### src/rtl/periodic_timer_bank_top_defines.svh
`ifndef PERIODIC_TIMER_BANK_TOP_DEFINES_SVH
`define PERIODIC_TIMER_BANK_TOP_DEFINES_SVH

// same-cycle implication, checked outside reset
`define PTB_ASSERT_NOW(label, ante, cons, msg) \
  label: assert property (@(posedge clk) disable iff (rst) (ante) |-> (cons)) \
    else $error(msg);

// next-cycle implication, checked outside reset
`define PTB_ASSERT_NEXT(label, ante, cons, msg) \
  label: assert property (@(posedge clk) disable iff (rst) (ante) |=> (cons)) \
    else $error(msg);

`endif

### src/rtl/ptb_pkg.sv
`default_nettype none

package ptb_pkg;

  typedef enum logic [2:0] {
    FUNC_CREATE  = 3'd0,
    FUNC_DELETE  = 3'd1,
    FUNC_ENABLE  = 3'd2,
    FUNC_DISABLE = 3'd3,
    FUNC_TICK    = 3'd4
  } func_t;

  typedef enum logic [1:0] {
    KIND_CREATE    = 2'd0,
    KIND_ACK       = 2'd1,
    KIND_EXPIRY    = 2'd2,
    KIND_IDLE_TICK = 2'd3
  } kind_t;

  typedef enum logic [1:0] {
    ST_IDLE,
    ST_SCAN,
    ST_FLUSH
  } state_t;

  typedef struct packed {
    logic [2:0]  func;
    logic [5:0]  slot_id;
    logic [15:0] interval;
    logic        has_handler;
  } in_item_t;

  typedef struct packed {
    logic [1:0] kind;
    logic [5:0] timer_slot;
    logic       ok;
    logic       last;
  } out_item_t;

  // scan token passed from cell to cell
  typedef struct packed {
    logic        valid;
    logic        create;
    logic        pending;
    logic        notify;
    logic [15:0] period;
  } tok_t;

  // direct command to one addressed cell
  typedef struct packed {
    logic       valid;
    func_t      func;
    logic [5:0] slot;
  } cmd_t;

  typedef struct packed {
    logic fire;
    logic claim;
  } ev_t;

endpackage

`default_nettype wire

### src/rtl/ptb_cell.sv
`default_nettype none

module ptb_cell #(
  parameter int CELL_IDX = 0
) (
  input  wire logic          clk,
  input  wire logic          rst,
  input  wire ptb_pkg::tok_t tok_in,
  output ptb_pkg::tok_t      tok_out,
  input  wire ptb_pkg::cmd_t cmd,
  output logic               used,
  output ptb_pkg::ev_t       ev
);

  ptb_pkg::tok_t tok;
  logic          enabled;
  logic          notify;
  logic [15:0]   count;
  logic [15:0]   period;

  logic          used_next;
  logic          enabled_next;
  logic          notify_next;
  logic [15:0]   count_next;
  logic [15:0]   period_next;
  logic [15:0]   count_inc;
  logic          wrap;
  logic          tick_here;
  logic          claim_here;
  logic          cmd_here;

  assign count_inc  = count + 16'd1;
  assign wrap       = (period != 16'd0) && (count_inc == (period - 16'd1));
  assign tick_here  = tok.valid && !tok.create && used && enabled;
  assign claim_here = tok.valid && tok.create && tok.pending && !used;
  assign cmd_here   = cmd.valid && (cmd.slot == 6'(CELL_IDX)) && used;

  always_comb begin
    used_next    = used;
    enabled_next = enabled;
    notify_next  = notify;
    count_next   = count;
    period_next  = period;
    ev.fire      = 1'b0;
    ev.claim     = claim_here;
    tok_out      = tok;
    tok_out.pending = tok.pending && !claim_here;
    if (tick_here) begin
      if (wrap) begin
        count_next = 16'd0;
        ev.fire    = notify;
      end else begin
        count_next = count_inc;
      end
    end
    if (claim_here) begin
      used_next    = 1'b1;
      enabled_next = 1'b0;
      notify_next  = tok.notify;
      count_next   = 16'd0;
      period_next  = tok.period;
    end
    if (cmd_here) begin
      case (cmd.func)
        ptb_pkg::FUNC_DELETE: begin
          used_next    = 1'b0;
          enabled_next = 1'b0;
          notify_next  = 1'b0;
          count_next   = 16'd0;
          period_next  = 16'd0;
        end
        ptb_pkg::FUNC_ENABLE:  enabled_next = 1'b1;
        ptb_pkg::FUNC_DISABLE: enabled_next = 1'b0;
        default: ;
      endcase
    end
  end

  always_ff @(posedge clk) begin
    if (rst) begin
      tok     <= '0;
      used    <= 1'b0;
      enabled <= 1'b0;
      notify  <= 1'b0;
      count   <= 16'd0;
      period  <= 16'd0;
    end else begin
      tok     <= tok_in;
      used    <= used_next;
      enabled <= enabled_next;
      notify  <= notify_next;
      count   <= count_next;
      period  <= period_next;
    end
  end

endmodule

`default_nettype wire

### src/rtl/periodic_timer_bank_top.sv
`default_nettype none

// Bank of TIMERS periodic timers, one per cell in a row. Delete, enable,
// disable and unknown commands leave busy low: the acknowledge word appears
// in the cycle after start. Create and tick launch a token that walks the
// cells one per cycle, so they hold busy until the final word is issued;
// that walk sets the rate. Tick expiries come out in rising slot order, at
// most one word per cycle, with last set on the final word. Every word is
// on result for exactly one cycle with strobe high and must be taken then:
// there is no back-pressure.
`include "periodic_timer_bank_top_defines.svh"

module periodic_timer_bank_top #(
  parameter int TIMERS = 16
) (
  input  wire logic              clk,
  input  wire logic              rst,
  input  wire logic              start,
  output logic                   busy,
  input  wire ptb_pkg::in_item_t cmd,
  output logic                   strobe,
  output ptb_pkg::out_item_t     result
);

  localparam int IDX_W = (TIMERS > 1) ? $clog2(TIMERS) : 1;

  ptb_pkg::state_t    state;
  ptb_pkg::state_t    state_next;
  logic               op_create;
  logic               op_create_next;
  logic               pend_valid;
  logic               pend_valid_next;
  logic [5:0]         pend_slot;
  logic [5:0]         pend_slot_next;
  logic               emit;
  ptb_pkg::out_item_t emit_item;

  ptb_pkg::tok_t      toks [TIMERS+1];
  ptb_pkg::ev_t       evs  [TIMERS];
  ptb_pkg::cmd_t      bcast;
  logic [TIMERS-1:0]  used_vec;
  logic [TIMERS-1:0]  fire_vec;
  logic [TIMERS-1:0]  claim_vec;
  logic [5:0]         hit_slot;
  logic               accept;
  logic               in_range;
  logic               is_cmd;

  assign busy     = (state != ptb_pkg::ST_IDLE);
  assign accept   = start && !busy;
  assign in_range = ({1'b0, cmd.slot_id} < 7'(TIMERS));
  assign is_cmd   = (cmd.func == ptb_pkg::FUNC_DELETE) ||
                    (cmd.func == ptb_pkg::FUNC_ENABLE) ||
                    (cmd.func == ptb_pkg::FUNC_DISABLE);

  always_comb begin
    bcast.valid = accept && is_cmd && in_range;
    bcast.func  = ptb_pkg::func_t'(cmd.func);
    bcast.slot  = cmd.slot_id;
  end

  genvar gi;
  generate
    for (gi = 0; gi < TIMERS; gi++) begin : g_cell
      ptb_cell #(.CELL_IDX(gi)) u_cell (
        .clk     (clk),
        .rst     (rst),
        .tok_in  (toks[gi]),
        .tok_out (toks[gi+1]),
        .cmd     (bcast),
        .used    (used_vec[gi]),
        .ev      (evs[gi])
      );
      assign fire_vec[gi]  = evs[gi].fire;
      assign claim_vec[gi] = evs[gi].claim;
    end
  endgenerate

  // only the cell holding the token can report
  always_comb begin
    hit_slot = 6'd0;
    for (int i = 0; i < TIMERS; i++) begin
      if (fire_vec[i] || claim_vec[i]) begin
        hit_slot = 6'(i);
      end
    end
  end

  always_comb begin
    state_next      = state;
    op_create_next  = op_create;
    pend_valid_next = pend_valid;
    pend_slot_next  = pend_slot;
    emit            = 1'b0;
    emit_item       = '0;
    toks[0]         = '0;
    case (state)
      ptb_pkg::ST_IDLE: begin
        if (accept) begin
          if ((cmd.func == ptb_pkg::FUNC_CREATE) || (cmd.func == ptb_pkg::FUNC_TICK)) begin
            toks[0].valid   = 1'b1;
            toks[0].create  = (cmd.func == ptb_pkg::FUNC_CREATE);
            toks[0].pending = 1'b1;
            toks[0].notify  = cmd.has_handler;
            toks[0].period  = cmd.interval;
            op_create_next  = (cmd.func == ptb_pkg::FUNC_CREATE);
            pend_valid_next = 1'b0;
            state_next      = ptb_pkg::ST_SCAN;
          end else begin
            emit                 = 1'b1;
            emit_item.kind       = ptb_pkg::KIND_ACK;
            emit_item.timer_slot = cmd.slot_id;
            emit_item.ok         = is_cmd && in_range && used_vec[cmd.slot_id[IDX_W-1:0]];
            emit_item.last       = 1'b1;
          end
        end
      end
      ptb_pkg::ST_SCAN: begin
        if (op_create) begin
          if (|claim_vec) begin
            pend_valid_next = 1'b1;
            pend_slot_next  = hit_slot;
          end
        end else if (|fire_vec) begin
          // hold back one expiry so the final one can carry last
          if (pend_valid) begin
            emit                 = 1'b1;
            emit_item.kind       = ptb_pkg::KIND_EXPIRY;
            emit_item.timer_slot = pend_slot;
            emit_item.ok         = 1'b1;
            emit_item.last       = 1'b0;
          end
          pend_valid_next = 1'b1;
          pend_slot_next  = hit_slot;
        end
        if (toks[TIMERS].valid) begin
          state_next = ptb_pkg::ST_FLUSH;
        end
      end
      ptb_pkg::ST_FLUSH: begin
        emit           = 1'b1;
        emit_item.last = 1'b1;
        if (op_create) begin
          emit_item.kind       = ptb_pkg::KIND_CREATE;
          emit_item.timer_slot = pend_valid ? pend_slot : 6'd0;
          emit_item.ok         = pend_valid;
        end else if (pend_valid) begin
          emit_item.kind       = ptb_pkg::KIND_EXPIRY;
          emit_item.timer_slot = pend_slot;
          emit_item.ok         = 1'b1;
        end else begin
          emit_item.kind       = ptb_pkg::KIND_IDLE_TICK;
          emit_item.timer_slot = 6'd0;
          emit_item.ok         = 1'b0;
        end
        state_next = ptb_pkg::ST_IDLE;
      end
      default: state_next = ptb_pkg::ST_IDLE;
    endcase
  end

  always_ff @(posedge clk) begin
    if (rst) begin
      state      <= ptb_pkg::ST_IDLE;
      op_create  <= 1'b0;
      pend_valid <= 1'b0;
      strobe     <= 1'b0;
    end else begin
      state      <= state_next;
      op_create  <= op_create_next;
      pend_valid <= pend_valid_next;
      strobe     <= emit;
    end
  end

  always_ff @(posedge clk) begin
    pend_slot <= pend_slot_next;
    result    <= emit_item;
  end

  `PTB_ASSERT_NOW(a_last_frees, strobe && result.last, !busy, "busy after final word")
  `PTB_ASSERT_NOW(a_mid_is_expiry, strobe && !result.last,
                  result.kind == ptb_pkg::KIND_EXPIRY, "non-final word is not an expiry")
  `PTB_ASSERT_NOW(a_one_reporter, 1'b1, $onehot0(fire_vec | claim_vec),
                  "more than one cell reports at once")
  `PTB_ASSERT_NOW(a_create_no_fire, state == ptb_pkg::ST_SCAN && op_create,
                  fire_vec == '0, "expiry during create scan")
  `PTB_ASSERT_NEXT(a_flush_ends, state == ptb_pkg::ST_FLUSH, strobe && result.last,
                   "scan end gave no final word")

endmodule

`default_nettype wire

### config.mk
export PLATFORM = sky130hd
export DESIGN_NAME = periodic_timer_bank_top
export DESIGN_NICKNAME = d
export VERILOG_FILES = /design/src/rtl/ptb_pkg.sv /design/src/rtl/ptb_cell.sv /design/src/rtl/periodic_timer_bank_top.sv
export VERILOG_INCLUDE_DIRS = /design/src /design/src/rtl
export SDC_FILE = /design/constraint.sdc
export NUM_CORES = 2
export LEC_CHECK = 0
export BUFFER_PORTS_ARGS = -buffer_cell sky130_fd_sc_hd__buf_2
export CORE_MARGIN = 2
export CORE_UTILIZATION = 69
export CTS_CLUSTER_SIZE = 10
export DETAILED_ROUTE_END_ITERATION = 16
export PLACE_DENSITY = 0.83
export SYNTH_ARGS = -nofsm -noshare
export SYNTH_HDL_FRONTEND = slang
export SYNTH_SLANG_ARGS = --single-unit
### constraint.sdc
create_clock -name clk -period 7.1 [get_ports clk]
set_input_delay 1.42 -clock clk [delete_from_list [all_inputs] [get_ports clk]]
set_output_delay 1.42 -clock clk [all_outputs]
set_load 0.01 [all_outputs]
# Word-level counts from Yosys, hierarchy flattened
# Cells that the tools add are included.
word_totals:
  regBits: 901
  output_inout_bits: 12
  word_cells: 860
classes:
  n_addsub: 32
  magnitude_cmp: 2
  eq_ne: 43
  muxes: 350
  n_bitwise: 3
  n_reduce_logical: 261
op_table:
  columns: ["op", "count"]
  rows:
  - ["16-bit two-way mux", 128]
  - ["16-bit by 1-bit adder with 16-bit output, second input constant", 16]
  - ["16-bit == test", 16]
  - ["16-bit nonzero test", 16]
  - ["16-bit by 1-bit subtractor with 16-bit output, second input constant", 16]
  - ["1-bit two-way mux", 172]
  - ["1-bit logical AND", 164]
  - ["6-bit two-way mux", 18]
  - ["6-bit by 4-bit == test with 1-bit output, second input constant", 8]
  - ["1-bit zero test", 48]
  - ["1-bit case mux with 2 select lines", 17]
  - ["16-bit OR reduction", 2]
  - ["10-bit two-way mux", 3]
  - ["10-bit case mux with 3 select lines", 1]
  - ["9-bit two-way mux", 3]
  - ["6-bit by 3-bit == test with 1-bit output, second input constant", 4]
  - ["20-bit two-way mux", 1]
  - ["1-bit logical OR", 18]
  - ["6-bit by 2-bit == test with 1-bit output, second input constant", 2]
  - ["3-bit AND reduction", 3]
  - ["8-bit two-way mux", 1]
  - ["3-bit by 2-bit == test with 1-bit output, second input constant", 2]
  - ["6-bit by 1-bit == test with 1-bit output, second input constant", 1]
  - ["6-bit zero test", 1]
  - ["21 further kinds", 30]

# Longest topological paths before layout
depth:
  ltp_word: 23
  mapped_depth: 15
  mapped_depth_nobuf: 13

# Hierarchy
# From an unflattened synthesis, not the netlist that was laid out.
hier_totals:
  cells_unflattened: 5644
  area_unflattened_um2: 49259.7
modules_own_cells:
  columns: ["module", "n_inst", "cells_per_inst", "area_each_um2"]
  rows:
  - ["ptb_cell at g_cell[2].u_cell ...", 3, 342, 3009.1]
  - ["ptb_cell at g_cell[5].u_cell ...", 2, 342, 3011.6]
  - ["ptb_cell at g_cell[13].u_cell ...", 2, 347, 3005.4]
  - ["ptb_cell at g_cell[12].u_cell ...", 2, 346, 3002.9]
  - ["ptb_cell at g_cell[9].u_cell", 1, 346, 3076.7]
  - ["ptb_cell at g_cell[7].u_cell", 1, 342, 3014.1]
  - ["ptb_cell at g_cell[3].u_cell", 1, 342, 3007.9]
  - ["ptb_cell at g_cell[10].u_cell", 1, 346, 3006.6]
  - ["ptb_cell at g_cell[11].u_cell", 1, 346, 3004.1]
  - ["ptb_cell at g_cell[0].u_cell", 1, 348, 2972.9]
  - ["ptb_cell at g_cell[15].u_cell", 1, 349, 2972.9]
  - ["periodic_timer_bank_top", 1, 129, 1137.3]

# Worst setup path before layout
# No wires, ideal clock.
synth_path:
  path_type: "input to register"
  from: "in cmd[23] (netlist bit)"
  to: "reg g_cell[4].u_cell.count[0]"
  setup_time_ns: 0.128
  arrival_ns: 3.821
  required_ns: 6.972
  path_slack_ns: 3.152
  stages: 13
  n_path_buf: 4
  cell_sequence: "nor2_1 -> or2_2 -> nor2_1 -> nand2_1 -> or3_1 -> clkbuf_1 -> nor2_1 -> a31o_2 -> clkbuf_1 -> nand2b_1 -> clkbuf_1 -> clkbuf_1 -> nor2_1"
synth_between:
  elab_chain_cells: 8
  word_cells_on_any_way: 11
synth_rtl:
  columns: ["item", "line", "source"]
  rows:
  - ["from (decl)", "periodic_timer_bank_top.sv:20", "input wire ptb_pkg::in_item_t cmd,"]
  - ["3-bit by 1-bit == test with 1-bit output / 3-bit by 2-bit == test with 1-bit output (equally long branches)", "ptb_cell.sv:64, periodic_timer_bank_top.sv:52, periodic_timer_bank_top.sv:53", null]
  - ["1-bit logical OR", "periodic_timer_bank_top.sv:52", "assign is_cmd = (cmd.func == ptb_pkg::FUNC_DELETE) ||"]
  - ["1-bit logical OR", "periodic_timer_bank_top.sv:53", "(cmd.func == ptb_pkg::FUNC_ENABLE) ||"]
  - ["1-bit logical AND (2 in a row)", "periodic_timer_bank_top.sv:57", "bcast.valid = accept && is_cmd && in_range;"]
  - ["1-bit logical AND (2 in a row)", "ptb_cell.sv:36", "assign cmd_here = cmd.valid && (cmd.slot == 6'(CELL_IDX)) && used;"]
  - ["16-bit two-way mux (*)", "ptb_cell.sv:63", "if (cmd_here) begin"]
  - ["to (signal assigned)", "ptb_cell.sv:92", "count <= count_next;"]
  - ["to (decl)", "ptb_cell.sv:18", "logic [15:0] count;"]
# Every way passes the cells marked *; elsewhere a longest branch is shown, timed or not.
# A chain may end at the register's enable or synchronous reset.

# Worst setup path after layout
layout_path:
  from: "reg g_cell[4].u_cell.count[5]"
  to: "reg pend_slot[2], enable pin"
layout_between:
  elab_chain_cells: 8
layout_rtl:
  columns: ["item", "line", "source"]
  rows:
  - ["16-bit by 1-bit adder with 16-bit output", "ptb_cell.sv:32", "assign count_inc = count + 16'd1;"]
  - ["16-bit == test", "ptb_cell.sv:33", "assign wrap = (period != 16'd0) && (count_inc == (period - 16'd1));"]
  - ["1-bit logical AND", "ptb_cell.sv:33", null]
  - ["1-bit two-way mux", "ptb_cell.sv:49", "if (wrap) begin"]
  - ["1-bit two-way mux", "ptb_cell.sv:48", "if (tick_here) begin"]
  - ["16-bit OR reduction", "periodic_timer_bank_top.sv:124", "end else if (|fire_vec) begin"]
  - ["2-bit nonzero test (no line)", null, null]
  - ["3-bit AND reduction (no line)", null, null]
  - ["to (signal assigned)", "periodic_timer_bank_top.sv:177", "pend_slot <= pend_slot_next;"]
  - ["to (decl)", "periodic_timer_bank_top.sv:33", "logic [5:0] pend_slot;"]
# Every way passes these cells.

==> results.ini <==
[status]
outcome = complete, no violations

[floorplan]
io_pins = 41
row_count = 92
die_h_um = 257
initial_utilization = 0.699
fp.dieW_um = 257
coreArea_um2 = 63300
dieArea_um2 = 66200

[power_and_ir_drop]
power.density_nw_per_um2 = 208
power.switching_uw = 2070
ir_drop_v = 0.000238
switching_share = 0.210
power_frac_comb = 0.014
p_leak_uw = 0.0168
p_int_uw = 7800
p_seq_frac = 0.513
p_clk_frac = 0.473

[timing]
tightest_slew_ns = 1.25
fin_crit_sh = 0.611
max_freq_mhz = 231
fin_setup_tns_ns = 0
finalCriticalPeriod_ns = 4.34
skew_ns = 0.0153
finalSetupViolCount = 0
report.final.slew_viol_count = 0
final_hold_viol_count = 0
rsz0062_at_grt = false
max_slew_margin = 0.166

[logic_synthesis]
synth_area_leaders = dfxtp_1 40%, xnor2_1 8.2%, nand2_1 6.9%, a21oi_1 6.3%, nor2b_1 4.2%
yosys.area.top_type_share = 0.404
synth-async-reset-ratio = 0
yosysTopAreaCell = dfxtp_1
ys_ff_latch = 898
syn_inst = 5359
synth_cell_types = 86
syn_area_per_cell_um2 = 8.26
synth_edf_count = 4
syn-cell-area_um2 = 44300
synth_nets = 5425
yosysWarnings = 0
yosysSeqAreaShare = 0.407
synth_ff_type = dfxtp_1

[setup_path]
end_kind = flop
crit_path_frequent_cell = nand3_1
critPathArrivalTime_ns = 4.66
crit_type = reg2reg
crit_path_top_delay_cell = and4_1
crit_path_cell_trace = nand3_1 -> nor3_1 -> nor3b_1 -> xnor3_1 -> nor4_1 -> and4_1 -> nand3_1 -> o2111a_1 -> nand4_1 -> o21a_1
crit_fanout = 17
crit_required_ns = 7.43
cp_slowest_stage_delay_ns = 0.66
critPathLaunchType = flop

[global_route]
grt_max_degree = 131
overflow = 0
grtUsageTotal = 0.330
antenna_found_initial = 7
grt_pass1_wl_mm = 181
grt_pass1_vias = 35233

[layout]
fillers = 4744
layout_common_cells = 894 x dfxtp_1, 816 x nand2_1, 558 x a21oi_1, 417 x xnor2_1, 303 x nor2_1
drive_gt1_frac = 0.0525
nets = 5317
area_delta_synth_final_pct = 7.40
layout_commonest_cell = dfxtp_1
final_area_um2 = 47500

[clock_tree]
cts_made_buffers = 102
tritoncts = done
cts_setup_buffers = 0
hold_buffers = 0
cts-root-buf = clkbuf_16
cts_max_level = 3
cts.sinks = 898
clockBufferDepth = 3
path_clk_slew_ns = 0.06
worstSkewPairLatency_ns = 0.65
cts_resized = 0

[min_path]
min_path_type = reg2reg

[drt]
drt_wl_total_mm = 111
first_pass_iters = 6
drt_iter0_drc = 3554
routedWlPerCell_um = 18.2
final_antenna_net_count = 0
via_count = 37961
drc_errors = 0
via_per_inst = 6.19

[placed_design]
placed_area_um2 = 44700
port_buffers = 40
dp_hpwl_mm = 79.3
routabilityCongestion = 0.956

[run]
maxCapViolCount = 0

[worst max-delay path, delay by kind of cell (launching register included)]
kind | cells | cell delay [ns]
compound gates | 2 | 0.59
xor+xnor | 1 | 0.39
flops | 1 | 0.46
simple gates | 7 | 2.57
[per-layer routing]
layer / share of wire / vias up / global-route usage
met2: 0.45 / 1440 / 0.520
met4: 0.029 / 2 / 0.107
li1: - / 18321 / -
met1: 0.44 / 17989 / 0.460
met3: 0.080 / 209 / 0.0572
met5: 0.000063 / - / 0
[Yosys cell counts (all sizes together), types with 90 or more instances]
cell	n
nand3	145
nor2	304
dfxtp	894
nor4	125
a21oi	558
nor3	188
nand2	816
nor2b	295
o21ai	190
or3	95
xnor2	417
xor2	145
clkbuf	248
nand4	90
[cells by family (layout without fill, tap and decap cells)]
group,Yosys count,count (layout),share of synthesized area
AO/OA/AOI/OAI,911,911,0.114
XOR/XNOR,604,604,0.133
adder cells (fa/ha/maj),38,38,0.0107
buffers and inverters,368,287,0.0315
flip-flops,898,898,0.407
multiplexers,23,23,0.00690
other,0,6,0
AND/OR/NAND/NOR,2517,2517,0.297
[power by group through the flow]
stage / sequential [uW] / clock [uW] / combinational, uW
finish: 5060 / 4670 / 138
global route: 5060 / 4910 / 147
CTS: 5060 / 4700 / 135
detailed placement: 5170 / 0 / 134
global placement: 5170 / 0 / 132
floorplan: 5170 / 0 / 89.2
[path summary, 6_finish.rpt]
kind | from | end | slack (ns) | cells after the start
max | g_cell[4].u_cell.count[5]$_SDFF_PP0_ | pend_slot[2]$_SDFFCE_PP1P_ | 2.76 | 10
max reg2reg | g_cell[4].u_cell.count[5]$_SDFF_PP0_ | pend_slot[2]$_SDFFCE_PP1P_ | 2.76 | 10
min | g_cell[15].u_cell.tok_out[4]$_SDFF_PP0_ | g_cell[15].u_cell.period[4]$_SDFF_PP0_ | 0.44 | 2
min reg2reg | g_cell[15].u_cell.tok_out[4]$_SDFF_PP0_ | g_cell[15].u_cell.period[4]$_SDFF_PP0_ | 0.44 | 2
[state kept, by name, summed over array words and instances (netlist names)]
signal / flops
g_cell.u_cell.tok: 16
g_cell.u_cell.tok_out: 303
pend_valid: 1
pend_slot: 4
state: 2
g_cell.u_cell.notify: 16
strobe: 1
op_create: 1
g_cell.u_cell.period: 256
g_cell.u_cell.enabled: 16
g_cell.u_cell.used: 16
result: 10
g_cell.u_cell.count: 256
[metrics by stage]
step | setup slack, ns | std cells | util | hold slack (ns) | total power (uW)
floorplan | 3.15 | 5359 | - | 0.417 | 5250
detailed placement | 2.26 | 5993 | 0.706 | 0.428 | 5300
finish | 2.76 | 6130 | 0.751 | 0.437 | 9870
global route | 2.48 | 6125 | 0.751 | 0.460 | 10100
global placement | 2.34 | 5993 | 0.706 | 0.423 | 5300
CTS | 2.87 | 6124 | 0.751 | 0.437 | 9900
[layout make-up]
type	count	area, um2	area share
antenna	6	15.0	0.000316
clock buffer	126	2730	0.0573
clock inverter	5	105	0.00221
inverter	86	323	0.00679
multi-input combinational	4093	24900	0.523
sequential	898	18000	0.379
tap	846	1060	0.0223
timing repair buffer	70	435	0.00916
Note: power is estimated with default switching activity, not from simulation.
